<file path="src/rtl/omp_pkg.sv">
// Shared types and constants for the OSC message parser.
package omp_pkg;

  typedef enum logic [3:0] {
    PH_LEN      = 4'd0,
    PH_ADDR     = 4'd1,
    PH_ADDR_PAD = 4'd2,
    PH_COMMA    = 4'd3,
    PH_TAGS     = 4'd4,
    PH_TAGS_PAD = 4'd5,
    PH_WORD     = 4'd6,
    PH_STR      = 4'd7,
    PH_STR_PAD  = 4'd8,
    PH_BLOB     = 4'd9,
    PH_BLOB_PAD = 4'd10,
    PH_DONE     = 4'd11,
    PH_SKIP     = 4'd12
  } phase_t;

  typedef enum logic [2:0] {
    TC_INT   = 3'd0,
    TC_FLOAT = 3'd1,
    TC_STR   = 3'd2,
    TC_BLOB  = 3'd3,
    TC_TRUE  = 3'd4,
    TC_FALSE = 3'd5,
    TC_NIL   = 3'd6,
    TC_OTHER = 3'd7
  } tag_t;

  localparam logic [3:0] TK_ADDR_CHAR = 4'd0;
  localparam logic [3:0] TK_ADDR_END  = 4'd1;
  localparam logic [3:0] TK_INT       = 4'd2;
  localparam logic [3:0] TK_FLOAT     = 4'd3;
  localparam logic [3:0] TK_STR_CHAR  = 4'd4;
  localparam logic [3:0] TK_STR_END   = 4'd5;
  localparam logic [3:0] TK_BLOB_BYTE = 4'd6;
  localparam logic [3:0] TK_BLOB_END  = 4'd7;
  localparam logic [3:0] TK_TRUE      = 4'd8;
  localparam logic [3:0] TK_FALSE     = 4'd9;
  localparam logic [3:0] TK_NIL       = 4'd10;
  localparam logic [3:0] TK_MSG_END   = 4'd11;
  localparam logic [3:0] TK_ERROR     = 4'd12;

  localparam logic [7:0] CH_COMMA = 8'h2C;

  // Controller to datapath: one token to place in the staging register.
  typedef struct packed {
    logic        emit;
    logic [3:0]  kind;
    logic        use_word;
    logic        use_byte;
    logic        use_total;
  } tok_cmd_t;

  function automatic tag_t tag_code(input logic [7:0] c);
    tag_t r;
    r = TC_OTHER;
    unique case (c)
      8'h69:   r = TC_INT;
      8'h66:   r = TC_FLOAT;
      8'h73:   r = TC_STR;
      8'h62:   r = TC_BLOB;
      8'h54:   r = TC_TRUE;
      8'h46:   r = TC_FALSE;
      8'h4E:   r = TC_NIL;
      default: r = TC_OTHER;
    endcase
    return r;
  endfunction

endpackage

</file>
<file path="src/rtl/omp_tag_ram.sv">
// Generic RAM with one write port, one read port and registered read.
module omp_tag_ram #(
  parameter int WIDTH = 3,
  parameter int DEPTH = 16,
  parameter int AW    = (DEPTH > 1) ? $clog2(DEPTH) : 1
) (
  input  logic             clk,
  input  logic             we,
  input  logic [AW-1:0]    waddr,
  input  logic [WIDTH-1:0] wdata,
  input  logic [AW-1:0]    raddr,
  output logic [WIDTH-1:0] rdata
);
  logic [WIDTH-1:0] mem [DEPTH];

  always_ff @(posedge clk) begin
    if (we) begin
      mem[waddr] <= wdata;
    end
    rdata <= mem[raddr];
  end
endmodule

</file>
<file path="src/rtl/omp_datapath.sv">
// Datapath: word assembly, counters, tag store, staging and output registers.
module omp_datapath #(
  parameter int MAX_TAGS = 16,
  parameter int AW       = (MAX_TAGS > 1) ? $clog2(MAX_TAGS) : 1,
  parameter int CW       = $clog2(MAX_TAGS + 1)
) (
  input  logic              clk,
  input  logic              rst_n,
  input  logic [7:0]        byte_i,
  input  logic              acc_shift,
  input  logic              acc_clear,
  input  logic              len_load,
  input  logic              bl_dec,
  input  logic              blob_load,
  input  logic              blob_dec,
  input  logic              tags_clear,
  input  logic              tag_push,
  input  logic              cur_inc,
  input  logic [AW-1:0]     rd_addr,
  input  omp_pkg::tok_cmd_t tok,
  input  logic              push,
  input  logic              push_last,
  input  logic              out_take,
  output logic [31:0]       acc_next,
  output logic [31:0]       bytes_left,
  output logic [31:0]       blob_left,
  output logic [CW-1:0]     tag_total,
  output logic [CW-1:0]     tag_cursor,
  output omp_pkg::tag_t     rd_tag,
  output logic              stg_valid,
  output logic              out_valid,
  output logic [3:0]        out_kind,
  output logic [31:0]       out_value,
  output logic [4:0]        out_arg,
  output logic              out_last
);
  logic [31:0]   acc_r;
  logic [31:0]   bl_r, blob_r;
  logic [CW-1:0] tot_r, cur_r;
  logic          sv_r;
  logic [3:0]    sk_r;
  logic [31:0]   sval_r;
  logic [4:0]    sarg_r;
  logic          ov_r, ol_r;
  logic [3:0]    ok_r;
  logic [31:0]   oval_r;
  logic [4:0]    oarg_r;
  logic [2:0]    rdata;
  logic [4:0]    argn;
  logic [31:0]   val;

  assign acc_next   = {acc_r[23:0], byte_i};
  assign bytes_left = bl_r;
  assign blob_left  = blob_r;
  assign tag_total  = tot_r;
  assign tag_cursor = cur_r;
  assign rd_tag     = omp_pkg::tag_t'(rdata);
  assign stg_valid  = sv_r;

  omp_tag_ram #(.WIDTH(3), .DEPTH(MAX_TAGS), .AW(AW)) u_ram (
    .clk(clk), .we(tag_push), .waddr(tot_r[AW-1:0]),
    .wdata(omp_pkg::tag_code(byte_i)), .raddr(rd_addr), .rdata(rdata)
  );

  always_comb begin
    val = 32'd0;
    if (tok.use_word) begin
      val = acc_next;
    end else if (tok.use_byte) begin
      val = {24'd0, byte_i};
    end
    argn = tok.use_total ? 5'(tot_r) : 5'(cur_r);
  end

  always_ff @(posedge clk) begin
    if (!rst_n) begin
      acc_r  <= '0;
      bl_r   <= '0;
      blob_r <= '0;
      tot_r  <= '0;
      cur_r  <= '0;
      sv_r   <= 1'b0;
      sk_r   <= '0;
      sval_r <= '0;
      sarg_r <= '0;
      ov_r   <= 1'b0;
      ok_r   <= '0;
      oval_r <= '0;
      oarg_r <= '0;
      ol_r   <= 1'b0;
    end else begin
      if (acc_clear) begin
        acc_r <= '0;
      end else if (acc_shift) begin
        acc_r <= acc_next;
      end
      if (len_load) begin
        bl_r <= acc_next;
      end else if (bl_dec && bl_r != 32'd0) begin
        bl_r <= bl_r - 32'd1;
      end
      if (blob_load) begin
        blob_r <= acc_next;
      end else if (blob_dec && blob_r != 32'd0) begin
        blob_r <= blob_r - 32'd1;
      end
      if (tags_clear) begin
        tot_r <= '0;
        cur_r <= '0;
      end else begin
        if (tag_push) begin
          tot_r <= tot_r + CW'(1);
        end
        if (cur_inc) begin
          cur_r <= cur_r + CW'(1);
        end
      end
      if (tok.emit) begin
        sv_r   <= 1'b1;
        sk_r   <= tok.kind;
        sval_r <= val;
        sarg_r <= argn;
      end else if (push) begin
        sv_r <= 1'b0;
      end
      if (push) begin
        ov_r   <= 1'b1;
        ok_r   <= sk_r;
        oval_r <= sval_r;
        oarg_r <= sarg_r;
        ol_r   <= push_last;
      end else if (out_take) begin
        ov_r <= 1'b0;
      end
    end
  end

  assign out_valid = ov_r;
  assign out_kind  = ok_r;
  assign out_value = oval_r;
  assign out_arg   = oarg_r;
  assign out_last  = ol_r;
endmodule

</file>
<file path="src/rtl/omp_ctrl.sv">
// Controller state machine for the OSC message parser.
module omp_ctrl #(
  parameter int MAX_TAGS = 16,
  parameter int AW       = (MAX_TAGS > 1) ? $clog2(MAX_TAGS) : 1,
  parameter int CW       = $clog2(MAX_TAGS + 1)
) (
  input  logic              clk,
  input  logic              rst_n,
  input  logic              in_valid,
  output logic              in_ready,
  input  logic [7:0]        byte_i,
  input  logic              out_free,
  input  logic              stg_valid,
  input  logic [31:0]       acc_next,
  input  logic [31:0]       bytes_left,
  input  logic [31:0]       blob_left,
  input  logic [CW-1:0]     tag_total,
  input  logic [CW-1:0]     tag_cursor,
  input  omp_pkg::tag_t     rd_tag,
  output logic              acc_shift,
  output logic              acc_clear,
  output logic              len_load,
  output logic              bl_dec,
  output logic              blob_load,
  output logic              blob_dec,
  output logic              tags_clear,
  output logic              tag_push,
  output logic              cur_inc,
  output logic [AW-1:0]     rd_addr,
  output omp_pkg::tok_cmd_t tok,
  output logic              push,
  output logic              push_last
);
  typedef enum logic [4:0] {
    S_IDLE  = 5'b00001,
    S_BEND  = 5'b00010,
    S_LOOK  = 5'b00100,
    S_ADV   = 5'b01000,
    S_CLOSE = 5'b10000
  } st_t;

  st_t              st_r, st_nxt;
  omp_pkg::phase_t  ph_r, ph_nxt;
  logic [1:0]       pos_r, pos_nxt;
  logic             close_r, close_nxt;
  logic             al_r, al_nxt;
  logic             take;
  logic             aligned;
  logic             closing;
  logic             go_adv;
  logic             need_bend;
  logic             finish;
  omp_pkg::phase_t  ph_b;
  logic             cur_ok;
  logic             can_stage;

  assign can_stage = !stg_valid || out_free;
  assign in_ready  = (st_r == S_IDLE) && can_stage;
  assign take      = in_valid && in_ready;
  assign aligned   = (pos_r == 2'd3);
  assign cur_ok    = (tag_cursor < tag_total) && (tag_cursor < CW'(MAX_TAGS));
  assign rd_addr   = tag_cursor[AW-1:0];

  always_comb begin
    st_nxt     = st_r;
    ph_nxt     = ph_r;
    pos_nxt    = pos_r;
    close_nxt  = close_r;
    al_nxt     = al_r;
    acc_shift  = 1'b0;
    acc_clear  = 1'b0;
    len_load   = 1'b0;
    bl_dec     = 1'b0;
    blob_load  = 1'b0;
    blob_dec   = 1'b0;
    tags_clear = 1'b0;
    tag_push   = 1'b0;
    cur_inc    = 1'b0;
    tok        = '0;
    push       = 1'b0;
    push_last  = 1'b0;
    go_adv     = 1'b0;
    need_bend  = 1'b0;
    finish     = 1'b0;
    ph_b       = ph_r;
    closing    = 1'b0;
    unique case (st_r)
      S_IDLE: begin
        if (stg_valid && out_free) begin
          push      = 1'b1;
          push_last = 1'b1;
        end
        if (take) begin
          pos_nxt = pos_r + 2'd1;
          al_nxt  = aligned;
          closing = (ph_r != omp_pkg::PH_LEN) && (bytes_left <= 32'd1);
          bl_dec  = (ph_r != omp_pkg::PH_LEN);
          unique case (ph_r)
            omp_pkg::PH_LEN: begin
              acc_shift = 1'b1;
              if (aligned) begin
                acc_clear  = 1'b1;
                tags_clear = 1'b1;
                if (acc_next == 32'd0) begin
                  tok.emit = 1'b1; tok.kind = omp_pkg::TK_ERROR;
                end else begin
                  len_load = 1'b1;
                  ph_b     = omp_pkg::PH_ADDR;
                end
              end
            end
            omp_pkg::PH_ADDR: begin
              tok.emit = 1'b1;
              if (byte_i != 8'd0) begin
                tok.kind = omp_pkg::TK_ADDR_CHAR; tok.use_byte = 1'b1;
              end else begin
                tok.kind = omp_pkg::TK_ADDR_END;
                ph_b = aligned ? omp_pkg::PH_COMMA : omp_pkg::PH_ADDR_PAD;
              end
            end
            omp_pkg::PH_ADDR_PAD: begin
              if (aligned) ph_b = omp_pkg::PH_COMMA;
            end
            omp_pkg::PH_COMMA: begin
              if (byte_i == omp_pkg::CH_COMMA) begin
                ph_b = omp_pkg::PH_TAGS;
              end else begin
                tok.emit = 1'b1; tok.kind = omp_pkg::TK_ERROR;
                ph_b = omp_pkg::PH_SKIP;
              end
            end
            omp_pkg::PH_TAGS: begin
              if (byte_i == 8'd0) begin
                if (aligned) go_adv = 1'b1;
                else ph_b = omp_pkg::PH_TAGS_PAD;
              end else if (tag_total >= CW'(MAX_TAGS)) begin
                tok.emit = 1'b1; tok.kind = omp_pkg::TK_ERROR;
                ph_b = omp_pkg::PH_SKIP;
              end else begin
                tag_push = 1'b1;
              end
            end
            omp_pkg::PH_TAGS_PAD, omp_pkg::PH_STR_PAD, omp_pkg::PH_BLOB_PAD: begin
              if (aligned) go_adv = 1'b1;
            end
            omp_pkg::PH_WORD: begin
              acc_shift = 1'b1;
              if (aligned) begin
                acc_clear = 1'b1;
                if (cur_ok && rd_tag == omp_pkg::TC_BLOB) begin
                  blob_load = 1'b1;
                  if (acc_next == 32'd0) begin
                    tok.emit = 1'b1; tok.kind = omp_pkg::TK_BLOB_END;
                    cur_inc = 1'b1; go_adv = 1'b1;
                  end else begin
                    ph_b = omp_pkg::PH_BLOB;
                  end
                end else begin
                  tok.emit = 1'b1; tok.use_word = 1'b1;
                  tok.kind = (cur_ok && rd_tag == omp_pkg::TC_FLOAT) ?
                             omp_pkg::TK_FLOAT : omp_pkg::TK_INT;
                  cur_inc = 1'b1; go_adv = 1'b1;
                end
              end
            end
            omp_pkg::PH_STR: begin
              tok.emit = 1'b1;
              if (byte_i != 8'd0) begin
                tok.kind = omp_pkg::TK_STR_CHAR; tok.use_byte = 1'b1;
              end else begin
                tok.kind = omp_pkg::TK_STR_END;
                cur_inc = 1'b1;
                if (aligned) go_adv = 1'b1;
                else ph_b = omp_pkg::PH_STR_PAD;
              end
            end
            omp_pkg::PH_BLOB: begin
              tok.emit = 1'b1; tok.kind = omp_pkg::TK_BLOB_BYTE; tok.use_byte = 1'b1;
              blob_dec  = 1'b1;
              need_bend = (blob_left <= 32'd1);
            end
            default: begin
            end
          endcase
          ph_nxt    = ph_b;
          close_nxt = closing;
          if (need_bend) begin
            st_nxt = S_BEND;
          end else if (go_adv) begin
            st_nxt = S_LOOK;
          end else if (closing) begin
            st_nxt = S_CLOSE;
          end
        end
      end
      S_BEND: begin
        if (can_stage) begin
          push     = stg_valid;
          tok.emit = 1'b1; tok.kind = omp_pkg::TK_BLOB_END;
          cur_inc  = 1'b1;
          if (al_r) begin
            st_nxt = S_LOOK;
          end else begin
            ph_nxt = omp_pkg::PH_BLOB_PAD;
            st_nxt = close_r ? S_CLOSE : S_IDLE;
          end
        end
      end
      S_LOOK: begin
        st_nxt = S_ADV;
      end
      S_ADV: begin
        if (!cur_ok) begin
          ph_nxt = omp_pkg::PH_DONE;
          st_nxt = close_r ? S_CLOSE : S_IDLE;
        end else if (rd_tag == omp_pkg::TC_INT || rd_tag == omp_pkg::TC_FLOAT ||
                     rd_tag == omp_pkg::TC_BLOB) begin
          acc_clear = 1'b1;
          ph_nxt = omp_pkg::PH_WORD;
          st_nxt = close_r ? S_CLOSE : S_IDLE;
        end else if (rd_tag == omp_pkg::TC_STR) begin
          ph_nxt = omp_pkg::PH_STR;
          st_nxt = close_r ? S_CLOSE : S_IDLE;
        end else if (rd_tag == omp_pkg::TC_OTHER) begin
          cur_inc = 1'b1;
          st_nxt  = S_LOOK;
        end else if (can_stage) begin
          push     = stg_valid;
          tok.emit = 1'b1;
          tok.kind = (rd_tag == omp_pkg::TC_TRUE)  ? omp_pkg::TK_TRUE :
                     (rd_tag == omp_pkg::TC_FALSE) ? omp_pkg::TK_FALSE :
                                                     omp_pkg::TK_NIL;
          cur_inc  = 1'b1;
          st_nxt   = S_LOOK;
        end
      end
      S_CLOSE: begin
        if (ph_r == omp_pkg::PH_SKIP) begin
          finish = 1'b1;
        end else if (can_stage) begin
          push     = stg_valid;
          tok.emit = 1'b1;
          if (ph_r == omp_pkg::PH_DONE) begin
            tok.kind = omp_pkg::TK_MSG_END; tok.use_total = 1'b1;
          end else begin
            tok.kind = omp_pkg::TK_ERROR;
          end
          finish = 1'b1;
        end
        if (finish) begin
          ph_nxt     = omp_pkg::PH_LEN;
          pos_nxt    = 2'd0;
          acc_clear  = 1'b1;
          tags_clear = 1'b1;
          close_nxt  = 1'b0;
          st_nxt     = S_IDLE;
        end
      end
      default: st_nxt = S_IDLE;
    endcase
  end

  always_ff @(posedge clk) begin
    if (!rst_n) begin
      st_r    <= S_IDLE;
      ph_r    <= omp_pkg::PH_LEN;
      pos_r   <= 2'd0;
      close_r <= 1'b0;
      al_r    <= 1'b0;
    end else begin
      st_r    <= st_nxt;
      ph_r    <= ph_nxt;
      pos_r   <= pos_nxt;
      close_r <= close_nxt;
      al_r    <= al_nxt;
    end
  end
endmodule

</file>
<file path="src/rtl/osc_message_parser_core.sv">
// Top level of the OSC message parser: controller plus datapath.
//
// channel | handshake              | contents
// in_     | in_tvalid, in_tready   | tdata[7:0] data_byte
// out_    | out_tvalid, out_tready | tuser[3:0] kind, tdata[31:0] value, [36:32] arg, tlast
//
// A byte's tokens pass a staging register, then the output register.
// A new byte is taken only in the idle state, when the staged token, if any, can move on.
// A blob end and a frame close each take one more controller state; the walk over
// payload-free tags passes a tag store read state, then a decode state, per tag.
// Reset is synchronous, active low. With a token staged, a stalled output holds the input.
module osc_message_parser_core #(
  parameter int MAX_TAGS = 16
) (
  input  logic        clk,
  input  logic        rst_n,
  input  logic        in_tvalid,
  output logic        in_tready,
  input  logic [7:0]  in_tdata,   // [7:0] data_byte
  output logic        out_tvalid,
  input  logic        out_tready,
  output logic [39:0] out_tdata,  // [31:0] token_value, [36:32] arg_number, [39:37] zero
  output logic [3:0]  out_tuser,  // [3:0] token_kind
  output logic        out_tlast   // last_of_run
);
  localparam int AW = (MAX_TAGS > 1) ? $clog2(MAX_TAGS) : 1;
  localparam int CW = $clog2(MAX_TAGS + 1);

  logic acc_shift, acc_clear, len_load, bl_dec, blob_load, blob_dec;
  logic tags_clear, tag_push, cur_inc;
  logic push, push_last, stg_valid;
  logic [AW-1:0] rd_addr;
  omp_pkg::tok_cmd_t tok;
  logic [31:0] acc_next, bytes_left, blob_left;
  logic [CW-1:0] tag_total, tag_cursor;
  omp_pkg::tag_t rd_tag;
  logic out_free;
  logic [31:0] out_value;
  logic [4:0]  out_arg;

  assign out_free  = !out_tvalid || out_tready;
  assign out_tdata = {3'b000, out_arg, out_value};

  omp_ctrl #(.MAX_TAGS(MAX_TAGS), .AW(AW), .CW(CW)) u_ctrl (
    .clk, .rst_n, .in_valid(in_tvalid), .in_ready(in_tready), .byte_i(in_tdata),
    .out_free, .stg_valid, .acc_next, .bytes_left, .blob_left, .tag_total, .tag_cursor,
    .rd_tag, .acc_shift, .acc_clear, .len_load, .bl_dec, .blob_load, .blob_dec,
    .tags_clear, .tag_push, .cur_inc, .rd_addr, .tok, .push, .push_last
  );

  omp_datapath #(.MAX_TAGS(MAX_TAGS), .AW(AW), .CW(CW)) u_dp (
    .clk, .rst_n, .byte_i(in_tdata), .acc_shift, .acc_clear, .len_load, .bl_dec,
    .blob_load, .blob_dec, .tags_clear, .tag_push, .cur_inc, .rd_addr, .tok,
    .push, .push_last, .out_take(out_tready), .acc_next, .bytes_left, .blob_left,
    .tag_total, .tag_cursor, .rd_tag, .stg_valid, .out_valid(out_tvalid),
    .out_kind(out_tuser), .out_value, .out_arg, .out_last(out_tlast)
  );
endmodule
</file>
<file path="config.mk">
export PLATFORM = sky130hd
export DESIGN_NAME = osc_message_parser_core
export DESIGN_NICKNAME = d
export VERILOG_FILES = /design/src/rtl/omp_pkg.sv /design/src/rtl/omp_tag_ram.sv /design/src/rtl/omp_datapath.sv /design/src/rtl/omp_ctrl.sv /design/src/rtl/osc_message_parser_core.sv
export SDC_FILE = /design/constraint.sdc
export NUM_CORES = 1
export LEC_CHECK = 0
export BUFFER_PORTS_ARGS = -buffer_cell sky130_fd_sc_hd__buf_4
export CAP_MARGIN = 20
export CORE_MARGIN = 1.5
export CORE_UTILIZATION = 45
export CTS_BUF_LIST = sky130_fd_sc_hd__clkbuf_16
export DETAILED_ROUTE_END_ITERATION = 8
export PLACE_DENSITY = 0.7
export SYNTH_ARGS = -nofsm -noshare
export SYNTH_HDL_FRONTEND = slang
export SYNTH_SLANG_ARGS = --single-unit
</file>
<file path="constraint.sdc">
create_clock -name clk -period 3.98 [get_ports clk]
set_input_delay 0.597 -clock clk [delete_from_list [all_inputs] [get_ports clk]]
set_output_delay 0.597 -clock clk [all_outputs]
set_load 0.02 [all_outputs]
</file>
* After elaboration in Yosys (flattened, before gate mapping)
Memories as Yosys holds them, arrays and structs flattened. A register that Yosys moved wholly into a read port is not among the register bits.
Index checks and enable logic that the tools add are counted.
W data, S select, Z words.
** Cells by class
- Add/sub/neg operators :: 5
- Order comparisons :: 5
- Eq/ne operators :: 51
- Multiplexer cells :: 155
- Bitwise gates (word level) :: 1
- Reduce and logical (&&, ||, !) cells :: 38
** Operator list (count)
- $mux W32 :: 5
- $mux W5 :: 29
- $mux W4 :: 21
- $mux W1 :: 77
- $le A32 B1 Y1 const B :: 2
- $reduce_bool A32 Y1 :: 2
- $sub A32 B1 Y32 const B :: 2
- $eq A8 B7 Y1 const B :: 7
- $pmux W5 S7 :: 1
- $logic_not A32 Y1 :: 1
- $pmux W4 S7 :: 1
- $pmux W5 S5 :: 1
- $pmux W3 S7 :: 1
- $eq A4 B4 Y1 const B :: 5
- $pmux W5 S4 :: 1
- $ne A3 B3 Y1 const B :: 6
- $reduce_and A18 Y1 :: 1
- $eq A4 B3 Y1 const B :: 4
- $ne A4 B4 Y1 const B :: 4
- $pmux W4 S4 :: 1
- $add A5 B1 Y5 const B :: 2
- $reduce_bool A2 Y1 :: 5
- $eq A3 B3 Y1 const B :: 3
- $logic_and A1 B1 Y1 :: 9
- other kinds (42) :: 64
** Word-level totals
- Register bits after elaboration :: 196
- Memory bits (writable) :: 48
- Bits of input ports :: 12
- Output and inout port bits :: 47
- Word-level logic and storage cells :: 275
- Memories :: 1
** Memory list
- u_dp.u_ram.mem :: words 16, width 3, rd ports 1, clocked after Yosys merged registers in 1, wr ports 1, RTL line omp_tag_ram.sv:14 : logic [WIDTH-1:0] mem [DEPTH];

* Longest topological paths before layout
- Depth after elaboration :: 12
- Depth in mapped cells :: 12
- Mapped depth without buffers :: 9

* Hierarchy
From an unflattened synthesis, not the netlist that was laid out.
** Second synthesis, totals
- Cell total of the unflattened synthesis :: 1327
- Area total of the unflattened synthesis :: 12364.4 um2
** By module, submodules not included
- omp_datapath :: instances 1, cells an instance 936, area an instance 8354.3 um2, seq. area each 3663.5 um2
- omp_tag_ram :: instances 1, cells an instance 103, area an instance 2011.9 um2, seq. area each 1501.4 um2
- omp_ctrl :: instances 1, cells an instance 283, area an instance 1965.6 um2, seq. area each 260.2 um2
- osc_message_parser_core :: instances 1, cells an instance 5, area an instance 32.5 um2, seq. area each 0.0 um2

* Least setup slack after synthesis
Ideal clock, no wire load.
- Path kind :: register to register
- From :: register u_dp.tot_r[4], in the netlist u_dp.tag_total[4]
- To :: register u_dp.ok_r[2], in the netlist u_dp.out_kind[2]
- Library setup time :: 0.128 ns
- Data arrival time :: 2.818 ns
- Required time :: 3.852 ns
- Setup slack :: 1.035 ns
- Stages on the path, launching flop included :: 12
- Buffers on the path :: 2
- Clock period less this slack :: 2.945 ns
- Cells stage by stage :: dfxtp_1 > inv_1 > ha_1 > a211o_1 > or2_0 > a311oi_2 > a21oi_1 > a2111o_1 > buf_4 > buf_6 > mux2i_1 > nor2_1
** On the way
- Longest elaborated chain between the ends :: 4
** Ends and longest elaborated chain
- start: declaration :: RTL line omp_datapath.sv:39 : logic [CW-1:0] tot_r, cur_r;
- start signal: assignment :: RTL line omp_datapath.sv:112 : tot_r <= tot_r + CW'(1);
- $lt A5 B5 Y1 :: RTL line omp_ctrl.sv:61 : assign cur_ok = (tag_cursor < tag_total) && (tag_cursor < CW'(MAX_TAGS));
- $logic_and A1 B1 Y1 :: RTL line omp_ctrl.sv:61
- $mux W1 :: RTL line omp_ctrl.sv:213 : if (!cur_ok) begin
- $pmux W1 S4 :: RTL line omp_ctrl.sv:87 : unique case (st_r)
- end signal: assignment :: RTL line omp_datapath.sv:128 : ok_r <= sk_r;
- end: declaration :: RTL line omp_datapath.sv:45 : logic [3:0] ok_r;
No other way between the ends.
A chain may end at the register's enable or synchronous reset.

* Final worst setup path
- From :: register u_dp.tot_r[4], in the netlist u_dp.tag_total[4]
- To :: register u_dp.oval_r[17], in the netlist u_dp.out_value[17]
** On the way
- Longest elaborated chain between the ends :: 4
** Ends and longest elaborated chain
- $lt A5 B5 Y1 :: RTL line omp_ctrl.sv:61
- $logic_and A1 B1 Y1 :: RTL line omp_ctrl.sv:61
- $mux W1 :: RTL line omp_ctrl.sv:213
- $pmux W1 S4 :: RTL line omp_ctrl.sv:87
- end signal: assignment :: RTL line omp_datapath.sv:129 : oval_r <= sval_r;
- end: declaration :: RTL line omp_datapath.sv:46 : logic [31:0] oval_r;
No other way between the ends.

==> reports/qor.yml <==
wire_per_inst_um: 18.2
setup_tns_ns: 0
cp_max_fo: 44
core-area_sq_mm: 0.0253
synth.distinct_cells: 91
slew_headroom: 0.357
start_util: 0.462
fin_crit_ns: 3.62
yosysWarnings: 0
ys_seq_elements: 247
cp_cell_sequence: "inv_1 -> ha_1 -> a211o_1 -> or2_0 -> a311oi_2 -> a21oi_1 -> a2111o_2 -> buf_4 -> mux2i_1 -> nor2_1"
cts.sinks: 247
die_h_um: 164
antenna_found_initial: 1
ant_nets: 0
clkTransAtPathRegs_ns: 0.07
cts_made_buffers: 27
synth_top_cell_area_share: 0.341
finClkSkew_ns: 0.0161
vias: 9680
cts_resized: 0
start_kind: "flop"
synth_area_leaders: "dfxtp_1, edfxtp_1, nor2_1"
p_leak_nw: 5.03
clk_path_buf_depth: 3
reg2regPathDepth: 10
reg2reg_to: "u_dp.out_value[17]$_SDFFE_PN0P_"
max-cap-violations: 0
grt_max_degree: 61
crit_path_max_incr_delay_ns: 0.57
port_buffers: 55
report.final.slew_viol_count: 0
dp_hpwl_um: 20600
avgSynthCellArea_sq_um: 9.31
drive_gt1_frac: 0.138
design_area_sq_mm: 0.0133
finalCritPeriodShare: 0.910
first_global_vias: 9060
io_pins: 59
fp.dieW_um: 164
syn_area_sq_mm: 0.0117
cts_hold_buffers: 0
nFillCells: 2288
hold_viol_final: 0
gp_congestion: 0.923
cp_slowest_cell: "a311oi_2"
min_to: "u_dp.sval_r[6]$_SDFFE_PN0P_"
fmax_ghz: 0.276
setup_viol: 0
grt_overflow: 0
dpl-instance-area_sq_mm: 0.0124
holdPathStages: 2
synthTopCellsByCount: "dfxtp_1, nor2_1, nand2_1"
cts_root_buf: "clkbuf_16"
rsz0062_at_grt: "no"
endpoint_kind: "flop"
critPathRequiredTime_ns: 4.37
synth_edf_count: 48
wirelength_um: 29800
grtUsageTotal: 0.221
synthFlopType: "dfxtp_1"
cp.arrival_ns: 4.01
crit_type: "flop to flop"
cts_tree: "done"
hp-class: "input pin to flop"
status: "finished, final reports clean"
multi_input_area_sq_mm: 0.00582
htreeDepth: 1
ys_seq_area_frac: 0.464
drt_pass1_iterations: 6
drc: 0
post-cts-setup-buffer-count: 0
hold_start: "in_tdata[6]"
r2r_start: "u_dp.tag_total[4]$_SDFFE_PP0P_"
synthCells: 1256
drt_iter0_markers: 836
async_flop_share: 0
synth_top_area_cell: "dfxtp_1"
nets: 1314
std_cell_rows: 58
worstMarginPinSlew_ns: 0.964
via_per_inst: 5.91
area_growth_pct: 13.4
yosys.cell_count.top_type: "dfxtp_1"
peakVddDrop_v: 0.000380
die_area_sq_mm: 0.0270
clock_latency_ns: 0.53
powerDensity_mw_per_mm2: 587
timing.final.ws_setup_ns: 0.360
place_ws_ns: 0.535
seq_area_sq_mm: 0.00543
r2r_slack_ns: 0.36
grt_pass1_wl_um: 47400
-- routing by layer --
metal	track usage	share of wire	up-vias
li1	-	-	4701
met1	0.310	0.45	4582
met2	0.349	0.45	349
met3	0.0333	0.075	48
met4	0.0657	0.020	0
met5	0	0	-
-- report_power, final --
part,switching [W],internal [W]
Sequential,0.000280,0.00276
Combinational,0.00138,0.000893
Clock,0.000986,0.00149
-- cells in the final DEF, fill, tap and decap left out, types with 19 or more instances in the layout --
cell,Yosys,routed
a21oi_1,110,110
a22o_1,32,32
buf_4,6,83
clkbuf_16,0,27
dfxtp_1,199,199
edfxtp_1,48,48
inv_1,24,26
mux2i_1,46,46
nand2_1,133,133
nand3_1,32,32
nor2_1,148,148
nor3_1,29,27
nor4_1,19,19
o211ai_1,26,26
o21ai_0,41,41
-- flip-flops by register name, summed over array words and instances (netlist names), 2 cells and up --
signal            flops
u_dp.u_ram.mem       48
u_dp.blob_left       32
u_dp.bytes_left      32
u_dp.out_value       32
u_dp.sval_r          32
u_dp.acc_r           24
u_ctrl.st_r           5
u_dp.out_arg          5
u_dp.sarg_r           5
u_dp.tag_cursor       5
u_dp.tag_total        5
u_ctrl.ph_r           4
u_dp.out_kind         4
u_dp.sk_r             4
u_dp.u_ram.rdata      3
u_ctrl.pos_r          2
-- metrics by stage --
stage	power (W)	util	cells	hold WS (ns)
6_report	0.00778	0.523	1639	0.384
5_1_grt	0.00818	0.523	1639	0.377
4_1_cts	0.00781	0.523	1638	0.372
3_5_place_dp	0.00533	0.488	1589	0.457
3_3_place_gp	0.00528	0.488	1589	0.448
2_1_floorplan	0.00481	-	1258	0.435
-- worst max path at each step --
stage                                        start                         endpoint  slack [ns]  depth (start not counted)
global placement    u_dp.tag_total[4]$_SDFFE_PP0P_  u_dp.out_value[28]$_SDFFE_PN0P_        0.65                         10
detailed placement  u_dp.tag_total[4]$_SDFFE_PP0P_  u_dp.out_value[12]$_SDFFE_PN0P_        0.54                         10
CTS                 u_dp.tag_total[4]$_SDFFE_PP0P_  u_dp.out_value[17]$_SDFFE_PN0P_        0.46                         10
finish              u_dp.tag_total[4]$_SDFFE_PP0P_  u_dp.out_value[17]$_SDFFE_PN0P_        0.36                         10
floorplan           u_dp.tag_total[4]$_SDFFE_PP0P_    u_dp.out_kind[2]$_SDFFE_PN0P_        1.03                         11
global route        u_dp.tag_total[4]$_SDFFE_PP0P_     u_dp.sval_r[31]$_SDFFE_PN0P_        0.25                         10
-- kinds of logic after synthesis --
family | synth area share
multiplexers | 0.0737
XOR/XNOR | 0.0112
other | 0.000321
flip-flops | 0.464
buffers and inverters | 0.0410
AND/OR/NAND/NOR | 0.205
AO/OA/AOI/OAI | 0.189
adder cells (fa/ha/maj) | 0.0150
-- layout make-up --
cell class | count | share of cell area
antenna | 1 | 0.000189
tap | 330 | 0.0311
timing repair buffer | 83 | 0.0470
inverter | 24 | 0.00689
clock inverter | 22 | 0.0158
multi-input combinational | 905 | 0.439
clock buffer | 27 | 0.0510
sequential | 247 | 0.409
-- worst max-delay path: cells and delay by family, from the launching register on --
kind                       cells  cell delay, ns
AOI/OAI and AO/OA              4            1.61
adders and majority gates      1            0.37
buffers and inverters          2            0.41
DFF                            1            0.43
muxes                          1            0.29
and+or+nand+nor                2            0.29
Power figures use the tool's default switching activity.
